==> src/rtl/lrtb_pkg.sv <==
// Shared types, constants, rate tables and the control program for the
// link-rate to encoder-bitrate block. No dependencies.
package lrtb_pkg;

    localparam int BR_W    = 19;
    localparam int ID_W    = 8;
    localparam int ACT_W   = 3;
    localparam int HR_W    = 7;
    localparam int PHY_W   = 12;
    localparam int CIDX_W  = 2;
    localparam int STEP_W  = 3;

    localparam logic [BR_W-1:0]  FLOOR_KBPS     = 19'd500;
    localparam logic [PHY_W-1:0] UNKNOWN_RATE   = 12'd120;
    localparam logic [HR_W-1:0]  HEADROOM_RESET = 7'd20;
    localparam logic [BR_W-1:0]  CAP_RESET      = 19'd25000;
    localparam logic [BR_W-1:0]  START_RESET    = 19'd25000;

    localparam logic [6:0] LEGACY_LAST = 7'h0b;
    localparam logic [6:0] HT_FIRST    = 7'h0c;
    localparam logic [6:0] HT_LAST     = 7'h2b;
    localparam logic [6:0] VHT_FIRST   = 7'h2c;
    localparam logic [6:0] VHT_LAST    = 7'h53;

    // event kinds
    localparam logic [ACT_W-1:0] ACT_DROP      = 3'd0;
    localparam logic [ACT_W-1:0] ACT_RISE      = 3'd1;
    localparam logic [ACT_W-1:0] ACT_DEGRADED  = 3'd2;
    localparam logic [ACT_W-1:0] ACT_RECOVERED = 3'd3;

    // result commands
    localparam logic CMD_ENCODER = 1'b0;
    localparam logic CMD_DRIVER  = 1'b1;

    // configuration register indexes
    localparam logic [CIDX_W-1:0] REG_HEADROOM = 2'd0;
    localparam logic [CIDX_W-1:0] REG_CAP      = 2'd1;
    localparam logic [CIDX_W-1:0] REG_SYNC     = 2'd2;
    localparam logic [CIDX_W-1:0] REG_START    = 2'd3;

    // datapath operations
    localparam logic [2:0] OP_ACCEPT = 3'd0;
    localparam logic [2:0] OP_LOOKUP = 3'd1;
    localparam logic [2:0] OP_MUL    = 3'd2;
    localparam logic [2:0] OP_CLAMP  = 3'd3;
    localparam logic [2:0] OP_EMIT_A = 3'd4;
    localparam logic [2:0] OP_EMIT_B = 3'd5;

    // step hold conditions
    localparam logic [1:0] HOLD_NONE = 2'd0;
    localparam logic [1:0] HOLD_IN   = 2'd1;
    localparam logic [1:0] HOLD_OUT  = 2'd2;

    // jump conditions
    localparam logic [2:0] COND_NEXT   = 3'd0;
    localparam logic [2:0] COND_ALWAYS = 3'd1;
    localparam logic [2:0] COND_SKIP   = 3'd2;
    localparam logic [2:0] COND_SAME   = 3'd3;
    localparam logic [2:0] COND_SINGLE = 3'd4;

    typedef struct packed {
        logic [2:0]        op;
        logic [1:0]        hold_on;
        logic [2:0]        cond;
        logic [STEP_W-1:0] target;
    } ucode_t;

    typedef struct packed {
        logic [2:0] op;
        logic       go;
    } ctrl_t;

    typedef struct packed {
        logic in_valid;
        logic out_free;
        logic skip;
        logic same;
        logic single;
    } status_t;

    function automatic ucode_t ucode(input logic [STEP_W-1:0] step);
        ucode_t w;
        case (step)
            3'd0:    w = '{OP_ACCEPT, HOLD_IN,   COND_SKIP,   3'd0};
            3'd1:    w = '{OP_LOOKUP, HOLD_NONE, COND_NEXT,   3'd0};
            3'd2:    w = '{OP_MUL,    HOLD_NONE, COND_NEXT,   3'd0};
            3'd3:    w = '{OP_CLAMP,  HOLD_NONE, COND_SAME,   3'd0};
            3'd4:    w = '{OP_EMIT_A, HOLD_OUT,  COND_SINGLE, 3'd0};
            3'd5:    w = '{OP_EMIT_B, HOLD_OUT,  COND_ALWAYS, 3'd0};
            default: w = '{OP_ACCEPT, HOLD_NONE, COND_ALWAYS, 3'd0};
        endcase
        return w;
    endfunction

    function automatic logic [9:0] legacy_rate(input logic [3:0] idx);
        logic [9:0] r;
        case (idx)
            4'd0:    r = 10'd10;
            4'd1:    r = 10'd20;
            4'd2:    r = 10'd55;
            4'd3:    r = 10'd110;
            4'd4:    r = 10'd60;
            4'd5:    r = 10'd90;
            4'd6:    r = 10'd120;
            4'd7:    r = 10'd180;
            4'd8:    r = 10'd240;
            4'd9:    r = 10'd360;
            4'd10:   r = 10'd480;
            4'd11:   r = 10'd540;
            default: r = 10'd0;
        endcase
        return r;
    endfunction

    function automatic logic [9:0] mcs_rate(input logic [3:0] mcs, input logic sg);
        logic [9:0] r;
        case (mcs)
            4'd0:    r = sg ? 10'd72  : 10'd65;
            4'd1:    r = sg ? 10'd144 : 10'd130;
            4'd2:    r = sg ? 10'd217 : 10'd195;
            4'd3:    r = sg ? 10'd289 : 10'd260;
            4'd4:    r = sg ? 10'd433 : 10'd390;
            4'd5:    r = sg ? 10'd578 : 10'd520;
            4'd6:    r = sg ? 10'd650 : 10'd585;
            4'd7:    r = sg ? 10'd722 : 10'd650;
            4'd8:    r = sg ? 10'd867 : 10'd780;
            4'd9:    r = sg ? 10'd963 : 10'd867;
            default: r = 10'd0;
        endcase
        return r;
    endfunction

    // PHY rate in 100 kbps units
    function automatic logic [PHY_W-1:0] phy_rate(input logic [ID_W-1:0] id);
        logic [6:0]       base;
        logic [6:0]       d;
        logic [1:0]       n;
        logic [3:0]       mcs;
        logic [PHY_W-1:0] r;
        base = id[6:0];
        d    = 7'd0;
        n    = 2'd0;
        mcs  = 4'd0;
        if (base <= LEGACY_LAST) begin
            r = PHY_W'(legacy_rate(base[3:0]));
        end
        else if (base <= HT_LAST) begin
            d   = base - HT_FIRST;
            mcs = {1'b0, d[2:0]};
            n   = d[4:3];
            r   = PHY_W'(mcs_rate(mcs, id[7])) * PHY_W'({1'b0, n} + 3'd1);
        end
        else if (base <= VHT_LAST) begin
            // split into stream count and MCS by compares against 10, 20, 30
            d = base - VHT_FIRST;
            if (d >= 7'd30)
                n = 2'd3;
            else if (d >= 7'd20)
                n = 2'd2;
            else if (d >= 7'd10)
                n = 2'd1;
            else
                n = 2'd0;
            mcs = 4'(d - 7'(n) * 7'd10);
            r   = PHY_W'(mcs_rate(mcs, id[7])) * PHY_W'({1'b0, n} + 3'd1);
        end
        else begin
            r = UNKNOWN_RATE;
        end
        return r;
    endfunction

endpackage

==> src/rtl/lrtb_in_if.sv <==
// Input channel of rate-change events: valid, ready and event fields.
// Depends on lrtb_pkg.
interface lrtb_in_if
    import lrtb_pkg::*;
();
    logic             valid;
    logic             ready;
    logic [ACT_W-1:0] action;
    logic [ID_W-1:0]  old_rate_id;
    logic [ID_W-1:0]  new_rate_id;

    modport source (output valid, output action, output old_rate_id, output new_rate_id,
                    input ready);
    modport sink   (input valid, input action, input old_rate_id, input new_rate_id,
                    output ready);
endinterface

==> src/rtl/lrtb_out_if.sv <==
// Output channel of encoder and driver commands: valid, ready and command fields.
// Depends on lrtb_pkg.
interface lrtb_out_if
    import lrtb_pkg::*;
();
    logic            valid;
    logic            ready;
    logic            command;
    logic [BR_W-1:0] enc_kbps;
    logic [ID_W-1:0] rate_id;
    logic            final_res;

    modport source (output valid, output command, output enc_kbps, output rate_id,
                    output final_res, input ready);
    modport sink   (input valid, input command, input enc_kbps, input rate_id,
                    input final_res, output ready);
endinterface

==> src/rtl/link_rate_to_encoder_bitrate.sv <==
// Link-rate to encoder-bitrate controller, one event at a time under a six-step program.
// Each accepted event passes the lookup, multiply and clamp steps; the first command is
// registered at an emit step, and in sync mode a second one follows. An ignored kind
// or an unchanged bitrate returns to the accept step; emit steps wait for a free output.
// Reset: asynchronous rst_n restores register defaults, bitrate 25000 kbps, step zero.
// Depends on lrtb_pkg, lrtb_in_if, lrtb_out_if, lrtb_sequencer and lrtb_datapath.
module link_rate_to_encoder_bitrate
    import lrtb_pkg::*;
(
    input  logic              clk,
    input  logic              rst_n,
    input  logic              cfg_we,
    input  logic [CIDX_W-1:0] cfg_index,
    input  logic [BR_W-1:0]   cfg_data,
    lrtb_in_if.sink           in_ch,
    lrtb_out_if.source        out_ch
);
    ctrl_t   ctrl;
    status_t status;

    lrtb_sequencer u_seq (
        .clk    (clk),
        .rst_n  (rst_n),
        .status (status),
        .ctrl   (ctrl)
    );

    lrtb_datapath u_dp (
        .clk       (clk),
        .rst_n     (rst_n),
        .cfg_we    (cfg_we),
        .cfg_index (cfg_index),
        .cfg_data  (cfg_data),
        .ctrl      (ctrl),
        .status    (status),
        .in_ch     (in_ch),
        .out_ch    (out_ch)
    );
endmodule

==> src/rtl/lrtb_sequencer.sv <==
// Step counter and control-word fetch with hold and conditional jumps.
// Depends on lrtb_pkg (program, control and status types).
module lrtb_sequencer
    import lrtb_pkg::*;
(
    input  logic    clk,
    input  logic    rst_n,
    input  status_t status,
    output ctrl_t   ctrl
);
    logic [STEP_W-1:0] step_reg;
    logic [STEP_W-1:0] step_next;
    ucode_t            word;
    logic              go;
    logic              taken;

    always_comb
    begin
        word = ucode(step_reg);
        case (word.hold_on)
            HOLD_IN:  go = status.in_valid;
            HOLD_OUT: go = status.out_free;
            default:  go = 1'b1;
        endcase
        case (word.cond)
            COND_ALWAYS: taken = 1'b1;
            COND_SKIP:   taken = status.skip;
            COND_SAME:   taken = status.same;
            COND_SINGLE: taken = status.single;
            default:     taken = 1'b0;
        endcase
        if (!go)
            step_next = step_reg;
        else if (taken)
            step_next = word.target;
        else
            step_next = step_reg + 3'd1;
        ctrl.op = word.op;
        ctrl.go = go;
    end

    always_ff @(posedge clk or negedge rst_n)
    begin
        if (!rst_n)
            step_reg <= '0;
        else
            step_reg <= step_next;
    end
endmodule

==> src/rtl/lrtb_datapath.sv <==
// Config registers, rate lookup, headroom multiply, cap/floor, bitrate state
// and the output register. Depends on lrtb_pkg and both channel interfaces.
module lrtb_datapath
    import lrtb_pkg::*;
(
    input  logic              clk,
    input  logic              rst_n,
    input  logic              cfg_we,
    input  logic [CIDX_W-1:0] cfg_index,
    input  logic [BR_W-1:0]   cfg_data,
    input  ctrl_t             ctrl,
    output status_t           status,
    lrtb_in_if.sink           in_ch,
    lrtb_out_if.source        out_ch
);
    logic [HR_W-1:0]  headroom_reg;
    logic [BR_W-1:0]  cap_reg;
    logic             sync_reg;
    logic [BR_W-1:0]  current_reg;

    logic [ID_W-1:0]  new_id_reg;
    logic             drop_reg;
    logic [PHY_W-1:0] phy_reg;
    logic [BR_W-1:0]  prod_reg;
    logic [BR_W-1:0]  br_reg;

    logic             out_valid_reg;
    logic             out_cmd_reg;
    logic [BR_W-1:0]  out_br_reg;
    logic [ID_W-1:0]  out_id_reg;
    logic             out_fin_reg;

    logic [BR_W-1:0]  clamped;
    logic             emit;
    logic             emit_cmd;
    logic             emit_fin;

    always_comb
    begin
        clamped = prod_reg;
        if (cap_reg != '0 && clamped > cap_reg)
            clamped = cap_reg;
        if (clamped < FLOOR_KBPS)
            clamped = FLOOR_KBPS;
    end

    assign status.in_valid = in_ch.valid;
    assign status.out_free = !out_valid_reg || out_ch.ready;
    assign status.skip     = in_ch.action > ACT_RECOVERED;
    assign status.same     = clamped == current_reg;
    assign status.single   = !sync_reg;

    assign in_ch.ready = ctrl.op == OP_ACCEPT;

    // first transfer: encoder unless a sync-mode rise; second is the other one
    always_comb
    begin
        emit     = ctrl.go && (ctrl.op == OP_EMIT_A || ctrl.op == OP_EMIT_B);
        emit_cmd = CMD_ENCODER;
        emit_fin = 1'b1;
        if (ctrl.op == OP_EMIT_A) begin
            emit_cmd = (sync_reg && !drop_reg) ? CMD_DRIVER : CMD_ENCODER;
            emit_fin = !sync_reg;
        end
        else begin
            emit_cmd = drop_reg ? CMD_DRIVER : CMD_ENCODER;
        end
    end

    always_ff @(posedge clk or negedge rst_n)
    begin
        if (!rst_n) begin
            headroom_reg  <= HEADROOM_RESET;
            cap_reg       <= CAP_RESET;
            sync_reg      <= 1'b0;
            current_reg   <= START_RESET;
            out_valid_reg <= 1'b0;
        end
        else begin
            if (cfg_we) begin
                case (cfg_index)
                    REG_HEADROOM: headroom_reg <= cfg_data[HR_W-1:0];
                    REG_CAP:      cap_reg      <= cfg_data;
                    REG_SYNC:     sync_reg     <= cfg_data[0];
                    REG_START:    current_reg  <= cfg_data;
                    default:      ;
                endcase
            end
            if (ctrl.go && ctrl.op == OP_CLAMP && !status.same)
                current_reg <= clamped;
            if (emit)
                out_valid_reg <= 1'b1;
            else if (out_ch.ready)
                out_valid_reg <= 1'b0;
        end
    end

    always_ff @(posedge clk)
    begin
        if (ctrl.go) begin
            case (ctrl.op)
                OP_ACCEPT:
                begin
                    new_id_reg <= in_ch.new_rate_id;
                    drop_reg   <= (in_ch.new_rate_id < in_ch.old_rate_id) ||
                                  in_ch.action == ACT_DROP || in_ch.action == ACT_DEGRADED;
                end
                OP_LOOKUP: phy_reg  <= phy_rate(new_id_reg);
                OP_MUL:    prod_reg <= BR_W'(phy_reg) * BR_W'(headroom_reg);
                OP_CLAMP:  br_reg   <= clamped;
                default:   ;
            endcase
        end
        if (emit) begin
            out_cmd_reg <= emit_cmd;
            out_br_reg  <= (emit_cmd == CMD_ENCODER) ? br_reg : '0;
            out_id_reg  <= (emit_cmd == CMD_DRIVER) ? new_id_reg : '0;
            out_fin_reg <= emit_fin;
        end
    end

    assign out_ch.valid     = out_valid_reg;
    assign out_ch.command   = out_cmd_reg;
    assign out_ch.enc_kbps  = out_br_reg;
    assign out_ch.rate_id   = out_id_reg;
    assign out_ch.final_res = out_fin_reg;
endmodule

==> src/flat_wrapper.sv <==
// flat-port wrapper written by rule: the top's interface ports become plain ports
module link_rate_to_encoder_bitrate_flat import lrtb_pkg::*;
  (clk, rst_n, cfg_we, cfg_index, cfg_data, in_ch_valid, in_ch_action, in_ch_old_rate_id, in_ch_new_rate_id, in_ch_ready, out_ch_valid, out_ch_command, out_ch_enc_kbps, out_ch_rate_id, out_ch_final_res, out_ch_ready);
  lrtb_in_if in_ch_i ();
  lrtb_out_if out_ch_i ();
  input  logic clk;
  input  logic rst_n;
  input  logic cfg_we;
  input  logic [CIDX_W-1:0] cfg_index;
  input  logic [BR_W-1:0] cfg_data;
  input wire logic [$bits(in_ch_i.valid)-1:0] in_ch_valid;
  input wire logic [$bits(in_ch_i.action)-1:0] in_ch_action;
  input wire logic [$bits(in_ch_i.old_rate_id)-1:0] in_ch_old_rate_id;
  input wire logic [$bits(in_ch_i.new_rate_id)-1:0] in_ch_new_rate_id;
  output wire logic [$bits(in_ch_i.ready)-1:0] in_ch_ready;
  output wire logic [$bits(out_ch_i.valid)-1:0] out_ch_valid;
  output wire logic [$bits(out_ch_i.command)-1:0] out_ch_command;
  output wire logic [$bits(out_ch_i.enc_kbps)-1:0] out_ch_enc_kbps;
  output wire logic [$bits(out_ch_i.rate_id)-1:0] out_ch_rate_id;
  output wire logic [$bits(out_ch_i.final_res)-1:0] out_ch_final_res;
  input wire logic [$bits(out_ch_i.ready)-1:0] out_ch_ready;
  assign in_ch_i.valid = in_ch_valid;
  assign in_ch_i.action = in_ch_action;
  assign in_ch_i.old_rate_id = in_ch_old_rate_id;
  assign in_ch_i.new_rate_id = in_ch_new_rate_id;
  assign in_ch_ready = in_ch_i.ready;
  assign out_ch_valid = out_ch_i.valid;
  assign out_ch_command = out_ch_i.command;
  assign out_ch_enc_kbps = out_ch_i.enc_kbps;
  assign out_ch_rate_id = out_ch_i.rate_id;
  assign out_ch_final_res = out_ch_i.final_res;
  assign out_ch_i.ready = out_ch_ready;
  link_rate_to_encoder_bitrate u_core (.clk(clk), .rst_n(rst_n), .cfg_we(cfg_we), .cfg_index(cfg_index), .cfg_data(cfg_data), .in_ch(in_ch_i), .out_ch(out_ch_i));
endmodule
==> config.mk <==
export PLATFORM = sky130hd
export DESIGN_NAME = link_rate_to_encoder_bitrate_flat
export DESIGN_NICKNAME = d
export VERILOG_FILES = /design/src/rtl/lrtb_pkg.sv /design/src/rtl/lrtb_in_if.sv /design/src/rtl/lrtb_out_if.sv /design/src/rtl/link_rate_to_encoder_bitrate.sv /design/src/rtl/lrtb_sequencer.sv /design/src/rtl/lrtb_datapath.sv /design/src/flat_wrapper.sv
export SDC_FILE = /design/constraint.sdc
export NUM_CORES = 1
export LEC_CHECK = 0
export BUFFER_PORTS_ARGS = -buffer_cell sky130_fd_sc_hd__buf_2
export CORE_MARGIN = 10
export CORE_UTILIZATION = 40
export DETAILED_ROUTE_END_ITERATION = 16
export GPL_TIMING_DRIVEN = 0
export PLACE_DENSITY = 0.53
export SYNTH_ARGS = -nofsm -noshare
export SYNTH_HDL_FRONTEND = slang
export SYNTH_HIERARCHICAL = 1
export SYNTH_SLANG_ARGS = --single-unit
==> constraint.sdc <==
create_clock -name clk -period 19.1 [get_ports clk]
set_input_delay 0.955 -clock clk [delete_from_list [all_inputs] [get_ports clk]]
set_output_delay 0.955 -clock clk [all_outputs]
set_load 0.005 [all_outputs]
== Word level (Yosys, flattened, before mapping) ==
Memories as Yosys holds them, arrays and structs flattened. A register that Yosys moved wholly into a read port is not among the register bits.
Cells that the tools add are included.

* Register bits: 138
* Memory bits (read-only): 160
* Output and inout bits: 31
* Memories kept: 1

* Add/subtract/negate cells: 6
* Multipliers: 4
* Order comparisons: 10
* Equality and inequality tests: 37
* Muxes and demuxes: 47
* Reductions and logical operators: 31

{| class="wikitable"
|+ Memories
! memory !! depth !! width !! rd ports !! clocked after Yosys merged registers in !! wr ports !! RTL line !! RTL
|-
| (no name shown) || 16 || 10 || 1 || 1 || 0 || lrtb_pkg.sv:97 || <nowiki>case (idx)</nowiki>
|}

{| class="wikitable"
|+ Operator list
! cell !! count
|-
| $mux W10 || 10
|-
| $pmux W10 S10 || 1
|-
| $mux W19 || 5
|-
| $pmux W10 S8 || 1
|-
| $pmux W11 S6 || 1
|-
| $eq A3 B2 Y1 const B || 9
|-
| $eq A3 B3 Y1 const B || 9
|-
| $mul A10 B3 Y12 || 2
|-
| $mux W12 || 2
|-
| $mux W7 || 3
|-
| $eq A19 B19 Y1 || 1
|-
| $gt A19 B19 Y1 || 1
|-
| $lt A19 B9 Y1 const B || 1
|-
| $mul A12 B7 Y19 || 1
|-
| $reduce_bool A19 Y1 || 1
|-
| $eq A4 B3 Y1 const B || 4
|-
| $mux W8 || 2
|-
| $reduce_and A2 Y1 || 8
|-
| $ge A7 B5 Y1 const B || 2
|-
| $mux W2 || 7
|-
| $eq A3 B1 Y1 const B || 4
|-
| $logic_not A3 Y1 || 4
|-
| $mux W6 || 2
|-
| $mux W5 || 2
|-
| 28 further kinds || 52
|}

== Logic depth before layout (Yosys ltp) ==
* Depth after elaboration: 23
* Depth in mapped cells: 32

== Cells and area by module ==
Netlist, hierarchy kept.

{| class="wikitable"
|+ By module, submodules not included
! module !! instances !! cells an instance !! area each (um^2)
|-
| lrtb_datapath || 1 || 1249 || 12027.8
|-
| lrtb_sequencer || 1 || 36 || 327.8
|}

== Worst setup path after synthesis ==
Ideal clock, no wire load.

* Kind: register -> register
* Start point: register u_core.u_dp.new_id_reg[2]
* End point: register u_core.u_dp.phy_reg[11], data pin
* Library setup time: 0.265 ns
* Arrival time: 6.341 ns
* Data required time: 18.835 ns
* Slack: 12.494 ns
* Cell stages (with the launch flop): 30
* Period minus slack after synthesis: 6.606 ns
* Cell sequence: edfxtp_1 clkinv_1 ha_1 ha_1 inv_1 o32ai_1 a222oi_1 buf_2 inv_1 ha_1 fa_1 xor2_1 xnor2_1 clkbuf_1 o2111ai_1 o21ai_0 nand2_1 fa_1 inv_1 ha_1 a21o_1 a21oi_1 o21ai_0 a21oi_1 o21bai_1 a21oi_1 o21ai_0 xnor2_1 a22oi_1 nor2_1

* Cells in the longest elaborated chain, start to end: 22
* Elaborated cells between the ends (all ways): 53
* Classes of those cells: add/sub (5); mul (3); order compare (6); eq/ne (16); mux (21); reduce/logical (2)

{| class="wikitable"
|+ RTL lines
! element !! RTL line !! RTL
|-
| from (decl) || lrtb_datapath.sv:21 || <nowiki>logic [ID_W-1:0] new_id_reg;</nowiki>
|-
| from (signal assigned) || lrtb_datapath.sv:104 || <nowiki>new_id_reg <= in_ch.new_rate_id;</nowiki>
|-
| $sub A7 B6 Y7 || lrtb_pkg.sv:155 || <nowiki>d = base - VHT_FIRST;</nowiki>
|-
| $ge A7 B4 Y1 || lrtb_pkg.sv:160 || <nowiki>else if (d >= 7'd10)</nowiki>
|-
| $mux W1 || lrtb_pkg.sv:160 ||
|-
| $mux W2 || lrtb_pkg.sv:158 || <nowiki>else if (d >= 7'd20)</nowiki>
|-
| $mux W2 || lrtb_pkg.sv:156 || <nowiki>if (d >= 7'd30)</nowiki>
|-
| $mux W2 || lrtb_pkg.sv:153 || <nowiki>else if (base <= VHT_LAST) begin</nowiki>
|-
| $mux W2 || lrtb_pkg.sv:147 || <nowiki>else if (base <= HT_LAST) begin</nowiki>
|-
| $mux W2 || lrtb_pkg.sv:144 || <nowiki>if (base <= LEGACY_LAST) begin</nowiki>
|-
| (+6 left out) || - ||
|-
| $mux W10 || lrtb_pkg.sv:153 ||
|-
| $mux W10 || lrtb_pkg.sv:147 ||
|-
| $mux W10 || lrtb_pkg.sv:144 ||
|-
| $mux W10 || lrtb_datapath.sv:101 || <nowiki>case (ctrl.op)</nowiki>
|-
| $mux W10 || lrtb_datapath.sv:100 || <nowiki>if (ctrl.go) begin</nowiki>
|-
| $mul A10 B3 Y12 || lrtb_pkg.sv:165 || <nowiki>r = PHY_W'(mcs_rate(mcs, id[7])) * PHY_W'({1'b0, n} + 3'd1);</nowiki>
|-
| $mux W12 || lrtb_pkg.sv:153 ||
|-
| $mux W12 || lrtb_pkg.sv:147 ||
|-
| to (signal assigned) || lrtb_datapath.sv:108 || <nowiki>OP_LOOKUP: phy_reg <= phy_rate(new_id_reg);</nowiki>
|-
| to (decl) || lrtb_datapath.sv:23 || <nowiki>logic [PHY_W-1:0] phy_reg;</nowiki>
|}

Several ways; a longest one is shown, not always the timed one. The select of a mux whose other input is x is not followed.
A chain may end at the register's enable or synchronous reset.

== Worst setup path after layout ==
Same ends and word-level chain as after synthesis.

==> summary.txt <==
Synthesis
  – Adder and majority gate portion of the synthesized area: 21.7%
  – EDFF count, synth: 88
  – Ys async rst share: 33.8%
  – Avg Inst Size Synth: 9.62 sq um
  – Post-Synth XOR/XNOR Area: 3.26%
  – Main combinational cell family by area after synthesis: adder cells
  – Syn_nets: 1,503
  – Synth Register Bits: 148
  – Synth warn: 6
  – Most used DFF post-synth: edfxtp_1
  – Simple-Gate Fraction of Synth Area: 16.6%
  – Post-synthesis sequential area ratio: 33.3%
  – Post-synth cell types: 80
  – Mapped Cells: 1,285
  – Mapped cell area: 12,400 sq um
  – Mux share of post-synthesis cell area: 6.56%
  – Compound-Gate Fraction of Synth Area: 12.2%

Timing
  – Final setup skew: 10.2 ps
  – Final period util: 42.6%
  – RSZ-0062 raised after global routing: false
  – Total negative setup slack: 0 ps
  – # setup viols final: 0
  – Worst Max-Slew Pin Slew: 1330 ps
  – FMAX: 0.123 GHz
  – Max_slew headroom: 11.0%
  – Minimum period implied by the final worst setup slack: 8130 ps
  – Slew Limit Fails: 0
  – Hold Fails Final Rpt: 0

Worst setup path
  – Crit-path max FO: 11
  – Cell mode on critical path: ha_1
  – Arrival time at the worst endpoint: 8300 ps
  – Critical path's slowest cell: xnor2_1
  – CP required: 19,280 ps
  – CP max stage delay: 630 ps
  – Setup crit start kind: register
  – Setup CP Type: reg2reg
  – CP Capture Type: register

Clocking
  – Sink Count: 148
  – Post-CTS Setup Bufs: 0
  – Clk root buf: clkbuf_16
  – CTS resizes: 0
  – Clk pin slew, worst setup/hold paths: 70 ps
  – CTS tree: done
  – CTS Hold Bufs: 0
  – TritonCTS Buffers: 17
  – Clk buf depth: 2
  – H-tree depth: 4
  – Skew-Pair Late Insertion Delay: 430 ps

Layout
  – Syn-to-layout area delta: 11.9%
  – # diodes: 0
  – Fin util: 45.3%
  – Share of cells above drive strength 1: 15.4%
  – # nets final: 1,597

Detailed routing
  – Initial DRC count: 568
  – Residual DRC count: 0
  – Vias per cell: 5.30
  – Final ANT Viol Nets: 0
  – Via count: 9,469
  – DR WL/cell: 17.9 um
  – WL final: 32,000 um
  – First-pass DRT Iterations: 4

Run
  – Maxcap violations: 0

Min path
  – Hold WC Path Type: in2async

Placed design
  – IO Port Bufs: 73
  – DP Wirelength: 25,900 um
  – Routability cong.: 0.896

Global route
  – First-pass GRT wire length: 52,400 um
  – Pin count of the biggest net entering global routing: 51
  – GRT Util Overall: 17.0%
  – Remaining Overflow, GRT: 0
  – Initial antenna violation count: 1
  – Vias in the first global route: 9,572

Die
  – Initial Utilization: 40.5%
  – Die area: 38,300 sq um
  – IO Pins: 76
  – Cell Rows: 64
  – Core area: 30,500 sq um
  – Chip width: 196 um
  – Die Y: 196 um

Outcome
  – Outcome: finished, final reports clean
-- through the flow --
step,setup slack (ps),area (sq um),instances,hold WS [ps]
floorplan,12490,12400,1285,467
global placement,11080,13200,1754,500
detailed placement,11050,13200,1755,504
CTS,11020,13800,1787,517
global route,10250,13800,1788,446
finish,10970,13800,1788,433
-- synth_stat cells (5+ instances only) --
master     instances  area share, %
and2_1            62            3.1
o21a_1             7           0.43
ha_1             105             11
a22oi_1            6           0.36
mux2i_1           15            1.2
nor2_1            73            2.2
o22ai_1           11           0.56
a21oi_1           58            2.3
dfstp_2           14            3.0
nand3_1           18           0.73
buf_2              6           0.24
edfxtp_1          88             21
nand2_1          137            4.2
o31ai_1            7           0.43
a21o_1            17            1.0
mux2_2            52            4.7
nor3_1            21           0.85
a31oi_1            6           0.30
buf_1              6           0.18
a221oi_1           7           0.50
mux2_4             5           0.61
xor2_1            14           0.99
o211ai_1           5           0.30
inv_1            152            4.6
o2111ai_1          6           0.43
nand2b_1          21            1.1
clkbuf_1          27           0.82
dfrtp_1           36            7.3
or2_2             11           0.56
nor2b_1           22            1.1
nor4_1            11           0.56
dfxtp_1           10            1.6
xnor2_1           32            2.3
a211oi_1           8           0.49
o21ai_0           61            2.5
fa_1              68             11
nand4_1           10           0.51
-- kinds of logic (layout without fill, tap and decap cells) --
logic type	Yosys count	count (layout)
simple gates	413	413
xor+xnor	46	46
compound gates	233	233
mux	72	72
flops	148	148
buf+inv	200	307
fa+ha+maj	173	173
-- path summary, 6_finish.rpt --
check / startpoint / to / slack [ps] / cells after the start
worst max-delay path: u_core/u_dp/new_id_reg[2] / u_core/u_dp/phy_reg[11] / 10970 / 29
worst min-delay path: rst_n / u_core/u_dp/current_reg[18] / 430 / 1
worst max register to register: u_core/u_dp/new_id_reg[2] / u_core/u_dp/phy_reg[11] / 10970 / 29
worst min register to register: u_core/u_dp/br_reg[9] / u_core/u_dp/out_ch.enc_kbps[9] / 510 / 1
max in group asynchronous: rst_n / u_core/u_dp/current_reg[7] / 18070 / 2
min in group clk: u_core/u_dp/br_reg[9] / u_core/u_dp/out_ch.enc_kbps[9] / 510 / 1
-- layout by cell type, fill, tap and decap left out, types with 11 or more instances in the layout --
cell,count
inv_1,152
dfstp_2,14
fa_1,68
nor2_1,73
xnor2_1,32
nor3_1,20
nor2b_1,22
and2_1,62
clkbuf_1,27
o22ai_1,11
edfxtp_1,88
buf_2,79
mux2_2,52
dfrtp_1,36
clkbuf_16,18
ha_1,105
o21ai_0,61
or2_2,11
a21oi_1,58
nand2_1,137
nand2b_1,21
xor2_1,14
nor4_1,11
mux2i_1,15
a21o_1,17
nand3_1,18
-- routing by layer --
metal | global-route usage, % | routed length [um] | vias up
met5 | 0 | 0 | -
li1 | - | - | 4612
met1 | 23.3 | 15100 | 4629
met3 | 2.57 | 1520 | 27
met4 | 4.36 | 461 | 0
met2 | 27.4 | 14900 | 201
-- cell type report --
| class | count | area (sq um) |
|---|---|---|
| inverters | 157 | 589 |
| well taps | 396 | 495 |
| flip-flops and latches | 148 | 4110 |
| clock buffers | 19 | 464 |
| repair buffers | 75 | 393 |
| multi-input cells | 937 | 7460 |
| clock inverters | 13 | 114 |
| plain buffers | 43 | 200 |
| fillers | 2991 | 16700 |
-- worst max-delay path, delay by kind of cell, from the launching register on --
family	cells	cell delay (ps)
adders and majority gates	6	2330
AOI/OAI and AO/OA	12	2300
buffers and inverters	6	1480
xor gates and xnor gates	3	980
DFF	1	550
and+or+nand+nor	2	200
Power is left out: the tool's default activity adds up to more than one toggle a clock period on the data nets, which glitch-free logic cannot reach.
